**src/fvn_pkg.sv**
```systemverilog
// shared types and constants of the fractal value noise pixel block
package fvn_pkg;

  // datapath width of the shared shift-add/subtract unit
  localparam int XW = 64;
  // dividend bits walked by a division (largest dividend is 2^48)
  localparam int DIV_BITS = 49;
  localparam logic [XW-1:0] DIV_MASK = (64'd1 << DIV_BITS) - 64'd1;
  localparam int DIV_CNT_W = $clog2(DIV_BITS + 1);

  // frequency is unsigned q1.40, at most 1.0
  localparam int FREQ_FRAC = 40;
  localparam int FREQ_W = FREQ_FRAC + 1;
  localparam logic [XW-1:0] FREQ_ONE = 64'd1 << FREQ_FRAC;
  localparam logic [XW-1:0] FREQ_DIVIDEND = 64'd1 << 48;

  // parameter defaults
  localparam int MAX_DIM_DEF = 64;
  localparam int MAX_OCTAVES_DEF = 8;
  localparam int COS_TABLE_DEPTH_DEF = 256;

  // configuration register indexes
  localparam logic [2:0] CFG_OCTAVE_TOTAL = 3'd0;
  localparam logic [2:0] CFG_BASE_PERIOD = 3'd1;
  localparam logic [2:0] CFG_OCTAVE_GAIN = 3'd2;
  localparam logic [2:0] CFG_FREQ_STEP = 3'd3;
  localparam logic [2:0] CFG_MAP_WIDTH = 3'd4;
  localparam logic [2:0] CFG_MAP_HEIGHT = 3'd5;

  // register reset values
  localparam logic [3:0] RST_OCTAVE_TOTAL = 4'd4;
  localparam logic [15:0] RST_BASE_PERIOD = 16'd256;
  localparam logic [15:0] RST_OCTAVE_GAIN = 16'd32768;
  localparam logic [15:0] RST_FREQ_STEP = 16'd8192;
  localparam logic [6:0] RST_MAP_WIDTH = 7'd64;
  localparam logic [6:0] RST_MAP_HEIGHT = 7'd64;

  // request to the shared arithmetic unit
  typedef struct packed {
    logic start;
    logic is_div;
  } alu_req_t;

endpackage

```
**src/fvn_alu.sv**
```systemverilog
// shared shift-add multiplier and restoring divider, one bit per cycle
module fvn_alu import fvn_pkg::*; (
  input  logic          clk,
  input  logic          rst_n,
  input  alu_req_t      req,
  input  logic [XW-1:0] opa,
  input  logic [XW-1:0] opb,
  output logic          done,
  output logic [XW-1:0] quo_prod,
  output logic [XW-1:0] rem
);

  logic                 busy_r, busy_nxt;
  logic                 done_r, done_nxt;
  logic                 div_r, div_nxt;
  logic [DIV_CNT_W-1:0] cnt_r, cnt_nxt;
  logic [XW-1:0]        acc_r, acc_nxt;
  logic [XW-1:0]        mc_r, mc_nxt;
  logic [XW-1:0]        ml_r, ml_nxt;
  logic [XW-1:0]        trial;
  logic                 qbit;

  always_comb begin
    busy_nxt = busy_r;
    done_nxt = 1'b0;
    div_nxt  = div_r;
    cnt_nxt  = cnt_r;
    acc_nxt  = acc_r;
    mc_nxt   = mc_r;
    ml_nxt   = ml_r;
    trial    = {acc_r[XW-2:0], ml_r[DIV_BITS-1]};
    qbit     = 1'b0;
    if (req.start) begin
      busy_nxt = 1'b1;
      div_nxt  = req.is_div;
      acc_nxt  = '0;
      mc_nxt   = opa;
      ml_nxt   = opb;
      cnt_nxt  = DIV_CNT_W'(DIV_BITS);
    end else if (busy_r) begin
      if (div_r) begin
        if (cnt_r == '0) begin
          busy_nxt = 1'b0;
          done_nxt = 1'b1;
        end else begin
          if (trial >= mc_r) begin
            acc_nxt = trial - mc_r;
            qbit    = 1'b1;
          end else begin
            acc_nxt = trial;
          end
          ml_nxt  = {ml_r[XW-2:0], qbit};
          cnt_nxt = cnt_r - 1'b1;
        end
      end else begin
        if (ml_r == '0) begin
          busy_nxt = 1'b0;
          done_nxt = 1'b1;
        end else begin
          if (ml_r[0]) begin
            acc_nxt = acc_r + mc_r;
          end
          mc_nxt = mc_r << 1;
          ml_nxt = ml_r >> 1;
        end
      end
    end
  end

  always_ff @(posedge clk) begin
    if (!rst_n) begin
      busy_r <= 1'b0;
      done_r <= 1'b0;
    end else begin
      busy_r <= busy_nxt;
      done_r <= done_nxt;
    end
  end

  always_ff @(posedge clk) begin
    div_r <= div_nxt;
    cnt_r <= cnt_nxt;
    acc_r <= acc_nxt;
    mc_r  <= mc_nxt;
    ml_r  <= ml_nxt;
  end

  assign done     = done_r;
  assign quo_prod = div_r ? (ml_r & DIV_MASK) : acc_r;
  assign rem      = acc_r;

endmodule

```
**config.mk**
```make
export PLATFORM = sky130hd
export DESIGN_NAME = fvn_alu
export DESIGN_NICKNAME = d
export VERILOG_FILES = /design/src/fvn_pkg.sv /design/src/fvn_alu.sv
export SDC_FILE = /design/constraint.sdc
export NUM_CORES = 1
export LEC_CHECK = 0
export ABC_AREA = 0
export CORE_ASPECT_RATIO = 1.5
export CORE_MARGIN = 2
export CORE_UTILIZATION = 42
export DETAILED_ROUTE_END_ITERATION = 16
export DONT_BUFFER_PORTS = 1
export SLEW_MARGIN = 5
export SYNTH_ARGS = -nofsm -noshare
export SYNTH_HDL_FRONTEND = slang
export SYNTH_SLANG_ARGS = --single-unit
```
**constraint.sdc**
```tcl
create_clock -name clk -period 4.2 [get_ports clk]
set_clock_uncertainty 0.15 [all_clocks]
set_input_delay 0.84 -clock clk [delete_from_list [all_inputs] [get_ports clk]]
set_output_delay 0.84 -clock clk [all_outputs]
set_load 0.01 [all_outputs]
```
### Word-level counts from Yosys, hierarchy flattened

Index checks and enable logic that the tools add are counted.

| storage, ports and cells | value |
|---|---|
| flip-flop bits (word level) | 201 |
| input port bits | 132 |
| word-level logic and storage cells | 53 |

| operators by class | value |
|---|---|
| multiplexer cells | 24 |
| equality and inequality tests | 6 |
| add/subtract/negate cells | 3 |
| bitwise operators | 3 |
| order comparisons | 1 |
| reduce and logical (&&, ||, !) cells | 9 |

Operators by type and width:

| operator | count |
|---|---|
| $mux W64 | 15 |
| $add A64 B64 Y64 | 1 |
| $ge A64 B64 Y1 | 1 |
| $logic_not A64 Y1 | 1 |
| $sub A64 B64 Y64 | 1 |
| $mux W1 | 9 |
| $reduce_and A3 Y1 | 3 |
| $ne A2 B2 Y1 const B | 4 |
| $logic_not A6 Y1 | 1 |
| $ne A3 B3 Y1 const B | 2 |
| $sub A6 B1 Y6 const B | 1 |
| $reduce_and A4 Y1 | 1 |
| $reduce_bool A2 Y1 | 2 |
| $not A1 Y1 | 3 |
| $reduce_or A3 Y1 | 1 |

### Longest topological paths before layout

Gate-level depths: netlist of the first run.

| depth | value |
|---|---|
| word-level depth | 6 |
| depth in mapped cells | 16 |

### Least setup slack after synthesis of the first run

No wires, ideal clock.

| timing | value |
|---|---|
| path type | flip-flop to flip-flop |
| from | register acc_r[0] (netlist: rem[0]) |
| to | register acc_r[58] (netlist: rem[58]) |
| period minus slack after synthesis | 3.468 ns |
| data arrival time | 3.187 ns |
| slack | 0.732 ns |
| data required time | 3.919 ns |
| cell stages (with the launch flop) | 15 |
| cells stage by stage | dfxtp_1 > ha_1 > inv_1 > fa_1 > nand2b_1 > a21oi_1 > o22a_1 > a41o_1 > a22oi_1 > a2111oi_2 > nor2_2 > o31ai_4 > xor2_1 > a221oi_1 > o22ai_1 |

| on the way | value |
|---|---|
| word-level cells in the longest chain between the ends | 4 |

RTL lines:

| what | RTL line | text |
|---|---|---|
| from (decl) | fvn_alu.sv:17 | `logic [XW-1:0] acc_r, acc_nxt;` |
| from (signal assigned) | fvn_alu.sv:83 | `acc_r <= acc_nxt;` |
| $add A64 B64 Y64 (tied with other cells) | fvn_alu.sv:61 | `acc_nxt = acc_r + mc_r;` |
| $mux W64 (on tied branches) | fvn_alu.sv:60, fvn_alu.sv:46 |  |
| $mux W64 (on tied branches) | fvn_alu.sv:56, fvn_alu.sv:42 |  |
| $mux W64 (*) | fvn_alu.sv:41 | `if (div_r) begin` |

Mark *: on every way between the ends. The rest lies on a longest branch, timed or not. The select of a mux whose other input is x is not followed.
A chain may end at the register's enable or synchronous reset.

### Worst setup path in the final report of the first run

| timing | value |
|---|---|
| from | register acc_r[1] (netlist: rem[1]) |
| to | register acc_r[49] (netlist: rem[49]) |

The elaborated chain is that of the path after synthesis.

==> impl_metrics.yaml, run 1 <==
critical_path:
  reg2reg_from: "rem[1]"
  crit_fanout: 5
  critPathKind: "reg2reg"
  end_kind: "register"
  crit_path_start_kind: "register"
  regToRegSetupSlack_ns: 0.14
  crit_start: "rem[1]"
  cp.required_ns: 4.50
  arrival_ns: 4.36
routing:
  vias: 17520
  first_pass_iters: 5
  dr.first_iter.drc_count: 1310
  detail_route.vias_per_cell: 6.154
  drc_errors: 0
  routed_wl_mm: 69.53
  wl_per_cell_um: 24.43
  antenna_left: 0
finish:
  area_growth_pct: 10.15
  final_cell_mix: "nand2_1 (290), o21ai_0 (250), a21oi_1 (204)"
  drive_above_1_share_pct: 9.670
  layout.nets: 2519
  finish.utilization_pct: 46.85
  final_common_cell: "nand2_1"
  fillers: 4297
floorplanning:
  ios: 261
  dieArea_sq_um: 45200
  core_sq_um: 42940
  row_count: 93
  die_w_um: 174.3
  initial_core_util_pct: 42.53
  die_h_um: 259.4
yosys:
  synth_top_family_by_area: "compound AO/OA/AOI/OAI gates"
  synth_enable_flop_cells: 129
  yosysWarnings: 0
  async_flop_share_pct: 0
  synthSimpleGateAreaFrac_pct: 16.57
  ys.flop_type: "edfxtp_1"
  synth_nets: 2528
  synth-compound-area-share_pct: 25.70
  synth_cells: 2265
  yosysUniqueCellTypes: 85
  synthMuxAreaShare_pct: 8.784
  syn_area_sq_um: 18260
  synthAdderAreaFrac_pct: 9.058
  synthXorXnorAreaFrac_pct: 5.420
  syn-mean-instance-area_sq_um: 8.062
  yosysSeqAreaShare_pct: 29.11
  ys_seq_elements: 201
global_routing:
  grt_max_degree: 293
  grt_pass1_vias: 17730
  antenna_found_initial: 1
  grt_pass1_wl_mm: 104.1
  track_usage_pct: 29.67
  overflow: 0
timing:
  rsz0062_at_grt: "no"
  fin_tns_setup_ns: 0
  setup_viol: 0
  worst_slew_pin_slew_ns: 0.9206
  final_max_slew_viol_count: 0
  setup_slack_ns: 0.1360
  slew_headroom_pct: 38.40
  finalHoldViolCount: 0
  fin_crit_ns: 4.064
  finalCritPeriodShare_pct: 96.76
  clock.fmax_mhz: 246.1
placement:
  place_ws_ns: 0.2011
  dp_hpwl_mm: 54.23
  portBuffers: 0
  place_congestion: 0.9836
pwr:
  power_density_nw_per_um2: 374.7
  p_leak_nw: 8.626
  peakVddDrop_mv: 0.3189
clock_tree:
  insertion_delay_ns: 0.57
  ctsLongestPathBuffers: 3
  htreeDepth: 1
  cts_root_buf: "clkbuf_16"
  post_cts_buffers: 0
  cts-buffers-inserted: 25
  clk_pin_slew_ns: 0.06
  cts_tree: "yes"
  clkSinkCount: 201
hold_path:
  worst_hold_path_type: "in2reg"
  hold_path_startpoint: "req[1]"
run_status:
  status: "finished, final reports clean"
run:
  cap_viol_max_count: 0
[flip-flops by register name, indices dropped and copies added, names as in the netlist]
register,flops
busy_r,1
div_r,1
ml_r,64
done,1
cnt_r,6
mc_r,64
rem,64
[through the flow]
step           total power [W]  area [sq um]  hold WS, ns  cells
6_report              0.007537         20120       0.1849   2846
5_1_grt               0.007894         20110       0.1800   2845
4_1_cts               0.007539         20110       0.1792   2845
3_5_place_dp          0.005207         19260       0.3281   2799
3_3_place_gp          0.005191         19260       0.3212   2799
2_1_floorplan         0.004418         18260       0.3033   2265
[cells in the mapped netlist (36+ instances only)]
master	number	area [sq um]
nand4_1	48	300.3
o21ai_0	250	1251
inv_1	113	424.2
xor2_1	38	332.8
nor2_1	136	510.5
mux2_2	55	619.3
a21oi_1	204	1021
clkbuf_1	109	409.1
o21bai_1	36	270.3
a21o_1	71	533.0
nand2_1	291	1092
xnor2_1	75	656.9
edfxtp_1	129	3874
dfxtp_1	72	1441
nor3_1	36	180.2
mux2i_1	95	950.9
ha_1	129	1614
[critical path, cell delays in order, from the launching register on]
cell and delay [ns]:
dfxtp_1 0.51, ha_1 0.31, a211o_1 0.30, o211ai_1 0.22, a221oi_1 0.14, buf_4 0.17, a311o_1 0.44, a31oi_1 0.30
buf_4 0.17, o21a_1 0.19, a31o_2 0.26, o21ai_0 0.13, xor2_1 0.19, a221oi_1 0.32, o22ai_1 0.13
[cell families (layout without fill, tap and decap cells)]
logic type,count (synthesis),count (layout)
compound gates,760,760
simple gates,660,660
buf+inv,247,257
flops,201,201
mux,153,153
fa+ha+maj,131,131
xor+xnor,113,113
other cells,0,1
[routing by layer]
layer	vias up	track usage [%]	part of all wire, %
met2	659	54.00	51
met4	0	21.20	8.1
met5	-	0	0
met3	225	4.145	5.1
li1	8295	-	-
met1	8336	31.28	36
[what timing repair did]
action	4_1_cts	5_1_grt
resized for setup	0	1
setup endpoints to repair	0	1
hold buffers	0	0
[area by class of cell]
type / instances / area (sq um) / area share (%)
diodes: 1 / 2.502 / 0.01244
clock buffers: 28 / 636.9 / 3.166
clock inverters: 18 / 216.5 / 1.076
inverters: 113 / 424.2 / 2.109
multi-input cells: 1817 / 11980 / 59.58
flip-flops and latches: 201 / 5315 / 26.42
well taps: 570 / 713.2 / 3.545
repair buffers: 98 / 823.3 / 4.093
[path summary, 6_finish.rpt]
path              endpoint  cells after the start
setup reg to reg   rem[49]                     14
hold reg to reg       done                      2
hold / removal      rem[6]                      1
setup / recovery   rem[49]                     14
[power breakdown]
part           leakage, nW  switching [W]  total (W)  internal [W]
registers             1.90       0.000194    0.00254       0.00235
clock network        0.419       0.000972    0.00232       0.00135
logic                 6.31        0.00168    0.00267      0.000993
(Power assumes the default switching activity.)
==> inputs of run 2 (changes only) <==
--- a/config.mk
+++ b/config.mk
@@ -11,6 +11,7 @@
 export CORE_UTILIZATION = 42
 export DETAILED_ROUTE_END_ITERATION = 16
 export DONT_BUFFER_PORTS = 1
+export RECOVER_POWER = 50
 export SLEW_MARGIN = 5
 export SYNTH_ARGS = -nofsm -noshare
 export SYNTH_HDL_FRONTEND = slang
==> run 2 against run 1 <==
Net effect:
- core utilization down 0.43 points
- final cell count hardly changed
- cell area decreased by 0.91%
==> impl_metrics.yaml, run 2 (synthesis results as in run 1) <==
finish:
  finish.utilization_pct: 46.42
  final_cell_mix: "nand2_1 (291), o21ai_0 (250), a21oi_1 (204)"
  area_growth_pct: 9.147
  layout.nets: 2519
  final_area_sq_um: 19930
  final_common_cell: "nand2_1"
  drive_above_1_share_pct: 7.429
critical_path:
  crit_path_start_kind: "register"
  end_kind: "register"
  arrival_ns: 4.38
  crit_fanout: 5
  cp.required_ns: 4.49
  critPathKind: "reg2reg"
routing:
  first_pass_iters: 6
  drc_errors: 0
  routed_wl_mm: 69.51
  detail_route.vias_per_cell: 6.175
  vias: 17580
  dr.first_iter.drc_count: 1324
  antenna_left: 0
  wl_per_cell_um: 24.42
timing:
  final_max_slew_viol_count: 0
  slew_headroom_pct: 6.730
  fin_tns_setup_ns: 0
  worst_slew_pin_slew_ns: 1.399
  rsz0062_at_grt: "no"
  fin_crit_ns: 4.089
  setup_viol: 0
  finalHoldViolCount: 0
  finalCritPeriodShare_pct: 97.36
  clock.fmax_mhz: 244.5
clock_tree:
  cts_tree: "yes"
  cts_root_buf: "clkbuf_16"
  insertion_delay_ns: 0.57
  cts-buffers-inserted: 25
  ctsLongestPathBuffers: 3
  clkSinkCount: 201
  clk_pin_slew_ns: 0.06
  holdBufCountCts: 0
  htreeDepth: 1
pwr:
  swShare_pct: 37.86
  peakVddDrop_mv: 0.3190
  p_seq_share_pct: 33.9
  p_switching_w: 0.002840
  p_int_w: 0.004660
  total_power_w: 0.007500
  clkPwrFrac_pct: 30.9
  combPwrFrac_pct: 35.2
  power_density_nw_per_um2: 376.3
  p_leak_nw: 8.422
run:
  cap_viol_max_count: 0
floorplanning:
  ios: 261
  die_w_um: 174.3
  row_count: 93
  die_h_um: 259.4
  initial_core_util_pct: 42.53
  core_sq_um: 42940
  dieArea_sq_um: 45200
placement:
  dp_hpwl_mm: 54.23
  placedInstanceArea_sq_um: 19260
  portBuffers: 0
  place_congestion: 0.9836
hold_path:
  worst_hold_path_type: "in2reg"
global_routing:
  grt_max_degree: 293
  grt_pass1_vias: 17730
  antenna_found_initial: 1
  overflow: 0
  grt_pass1_wl_mm: 104.1
  track_usage_pct: 29.67
run_status:
  status: "finished, final reports clean"
[run 2: cell count changes in the layout (fill, tap and decap cells not counted)]
cell and change:
diode_2 +1, nand2_2 -1, and2_1 -1, inv_1 +1
and2_0 +1, buf_4 -49, nand2_1 +1, inv_2 -1
clkbuf_1 +49
[run 2: per-stage QoR]
stage	cells	hold slack (ns)	setup WS, ns
2_1_floorplan	2265	0.3033	0.7323
3_3_place_gp	2799	0.3212	0.2919
3_5_place_dp	2799	0.3281	0.2011
4_1_cts	2845	0.1792	0.1587
5_1_grt	2845	0.1800	0.002630
6_report	2847	0.1887	0.1108
[run 2: metal layers]
layer	GRT usage, %	routed length, um	vias up
met3	4.145	3814	239
met2	54.00	35140	690
met4	21.20	5832	0
li1	-	-	8305
met1	31.28	24720	8345
met5	0	0	-
[run 2: cell type report]
type | count | area (sq um)
Fill cell | 4342 | 23010
Multi-Input combinational cell | 1817 | 11980
Sequential cell | 201 | 5315
Tap cell | 570 | 713.2
Timing Repair Buffer | 98 | 639.4
Clock buffer | 28 | 636.9
Inverter | 113 | 424.2
Clock inverter | 18 | 216.5
Antenna cell | 2 | 5.005
[run 2: power by group through the flow]
stage / registers [W] / logic [W] / clock network, W
3_3_place_gp: 0.00258 / 0.00261 / 0
3_5_place_dp: 0.00258 / 0.00263 / 0
2_1_floorplan: 0.00255 / 0.00186 / 0
5_1_grt: 0.00257 / 0.00287 / 0.00242
6_report: 0.00254 / 0.00264 / 0.00232
4_1_cts: 0.00254 / 0.00264 / 0.00236
[run 2: worst paths after layout]
path,from,cells past startpoint,slack [ns],endpoint
min reg2reg,busy_r,2,0.34,done
min,req[1],1,0.19,rem[6]
max reg2reg,rem[1],14,0.11,rem[49]
max,rem[1],14,0.11,rem[49]
[run 2: worst max-delay path, cell delays in order (launching register included)]
cell and delay (ns):
dfxtp_1 0.51, ha_1 0.31, a211o_1 0.30, o211ai_1 0.22, a221oi_1 0.14, buf_4 0.17, a311o_1 0.44, a31oi_1 0.30
buf_4 0.17, o21a_1 0.19, a31o_2 0.26, o21ai_0 0.13, xor2_1 0.20, a221oi_1 0.33, o22ai_1 0.13
[run 2: what timing repair did]
item,in CTS,in global routing
gates resized for setup,0,1
setup buffers,0,0
setup endpoints to repair,0,1
endpoints found under the hold margin,0,0
==> inputs of run 3 (changes only) <==
--- a/config.mk
+++ b/config.mk
@@ -6,11 +6,11 @@
 export NUM_CORES = 1
 export LEC_CHECK = 0
 export ABC_AREA = 0
+export BUFFER_PORTS_ARGS = -buffer_cell sky130_fd_sc_hd__buf_2
 export CORE_ASPECT_RATIO = 1.5
 export CORE_MARGIN = 2
 export CORE_UTILIZATION = 42
 export DETAILED_ROUTE_END_ITERATION = 16
-export DONT_BUFFER_PORTS = 1
 export RECOVER_POWER = 50
 export SLEW_MARGIN = 5
 export SYNTH_ARGS = -nofsm -noshare
==> run 3 against run 2 <==
Net effect:
- first-iteration DRC count is 6.7% higher
- power is 0.56% higher
- the flow now finishes with violations (capacitance limit, slew limit)
- non-clock buffer count is 257 higher
- register-to-register slack better by 0.03 ns
- combinational power is 7% higher
- global-route usage is 1.2 points higher
- critical path depth is 1 higher
- sequential share of layout area is 1.5 points lower
- die area stayed put
- clock power is 8% lower
==> impl_metrics.yaml, run 3 (synthesis results as in run 1) <==
clock_tree:
  clk_pin_slew_ns: 0.07
  holdBufCountCts: 0
  cts_tree: "yes"
  cts_root_buf: "clkbuf_16"
  clkSinkCount: 201
  cts-buffers-inserted: 24
  htreeDepth: 1
  insertion_delay_ns: 0.57
  ctsLongestPathBuffers: 3
global_routing:
  grt_max_degree: 141
  grt.busiest_layer: "met2"
  met1_usage_pct: 31.88
  track_usage_pct: 30.92
  overflow: 0
  grt_use_met3_pct: 2.827
  grt_pass1_vias: 18610
  antenna_found_initial: 3
  grt_pass1_wl_mm: 108.1
  groute.layer.met2.usage_pct: 58.31
timing:
  finalCritPeriodShare_pct: 96.59
  slew_headroom_pct: -20.73
  fin_crit_ns: 4.057
  rsz0062_at_grt: "yes"
  finalHoldViolCount: 0
  clock.fmax_mhz: 246.5
  setup_viol: 0
  final_max_slew_viol_count: 178
  worst_slew_pin_slew_ns: 1.811
critical_path:
  cp_slowest_cell: "dfxtp_1"
  arrival_ns: 4.35
  cp_common_cell: "a21oi_1"
  crit_path_start_kind: "register"
  critPathKind: "reg2reg"
  slowest_delay_ns: 0.43
  path_cells: "ha_1, inv_1, fa_1, nand2b_1, a21oi_1, o22a_1, a41o_1, a21o_1, a21oi_1, o31a_1, o21ai_1, buf_4, nand2_1, nor4_1, o31ai_2"
  path_depth: 15
  crit_fanout: 6
  reg2reg_depth: 15
  end_kind: "register"
  cp.required_ns: 4.50
  path_delay_family: "compound AO/OA/AOI/OAI gates"
  cp_num_buf_inv: 2
finish:
  drive_above_1_share_pct: 15.97
  layout.nets: 2775
  final_common_cell: "nand2_1"
  seq_area_sq_um: 5315
  multi_input_area_sq_um: 12000
  fillers: 4325
  final_cell_mix: "nand2_1 (290), o21ai_0 (250), buf_2 (228)"
  area_growth_pct: 15.57
  finish.utilization_pct: 49.15
pwr:
  peakVddDrop_mv: 0.3413
  p_int_w: 0.004630
  p_seq_share_pct: 34.2
  p_switching_w: 0.002912
  power_density_nw_per_um2: 357.4
  clkPwrFrac_pct: 28.2
  p_leak_nw: 9.442
  total_power_w: 0.007542
  combPwrFrac_pct: 37.5
  swShare_pct: 38.61
placement:
  portBuffers: 260
  place_congestion: 0.9288
  dp_hpwl_mm: 56.27
floorplanning:
  core_sq_um: 42940
  die_w_um: 174.3
  initial_core_util_pct: 42.53
  ios: 261
  row_count: 93
  dieArea_sq_um: 45200
  die_h_um: 259.4
routing:
  dr.first_iter.drc_count: 1413
  routed_wl_mm: 72.22
  wl_per_cell_um: 23.27
  antenna_left: 0
  first_pass_iters: 5
  vias: 18590
  detail_route.vias_per_cell: 5.990
  drc_errors: 0
run_status:
  violations: "capacitance limit, slew limit"
  status: "finished with violations"
hold_path:
  worst_hold_path_type: "in2reg"
  hold_depth: 1
run:
  cap_viol_max_count: 2
[run 3: what timing repair did]
| item | in CTS | in global routing |
|---|---|---|
| endpoints found under the setup margin | 0 | 16 |
| setup buffers | 0 | 3 |
| gates resized for setup | 0 | 3 |
| hold endpoints to repair | 0 | 0 |
[run 3: stage by stage]
stage	area (sq um)	TNS (ns)	setup WS (ns)	cells	hold slack, ns
global route	21100	-0.03011	-0.01731	3103	0.3014
finish	21100	0	0.1434	3103	0.3132
CTS	21210	0	0.08948	3097	0.2874
global placement	20460	0	0.1982	3053	0.3208
floorplan	18260	0	0.7323	2265	0.3033
detailed placement	20460	0	0.1316	3053	0.3258
[run 3: per-layer routing]
layer	vias up	wire [um]
met1	8834	25510
met4	0	5828
met2	703	37620
met5	-	0
met3	260	3265
li1	8791	-
[run 3: cell type report]
class,instances,share of cell area [%]
Sequential cell,201,25.19
Clock buffer,36,3.107
Antenna cell,3,0.03557
Clock inverter,8,0.4684
Multi-Input combinational cell,1817,56.88
Timing Repair Buffer,355,8.935
Inverter,113,2.010
Tap cell,570,3.379
[run 3: power groups by stage]
stage               logic [W]  registers (W)  clock network [W]
finish                0.00283        0.00258            0.00213
global route          0.00308        0.00260            0.00223
CTS                   0.00282        0.00258            0.00218
detailed placement    0.00281        0.00262                  0
global placement      0.00280        0.00261                  0
floorplan             0.00186        0.00255                  0
[run 3: path summary, 6_finish.rpt]
path	from	end	slack, ns
max	rem[0]	rem[60]	0.14
min	req[0]	div_r	0.31
min reg2reg	busy_r	done	0.34
max reg2reg	rem[0]	rem[60]	0.14
[run 3: worst register-to-register path: stages (launching register included)]
cell and delay [ns]:
dfxtp_1 0.43, ha_1 0.24, inv_1 0.07, fa_1 0.38, nand2b_1 0.20, a21oi_1 0.22
o22a_1 0.23, a41o_1 0.31, a21o_1 0.16, a21oi_1 0.18, o31a_1 0.43, o21ai_1 0.18
buf_4 0.18, nand2_1 0.11, nor4_1 0.37, o31ai_2 0.09
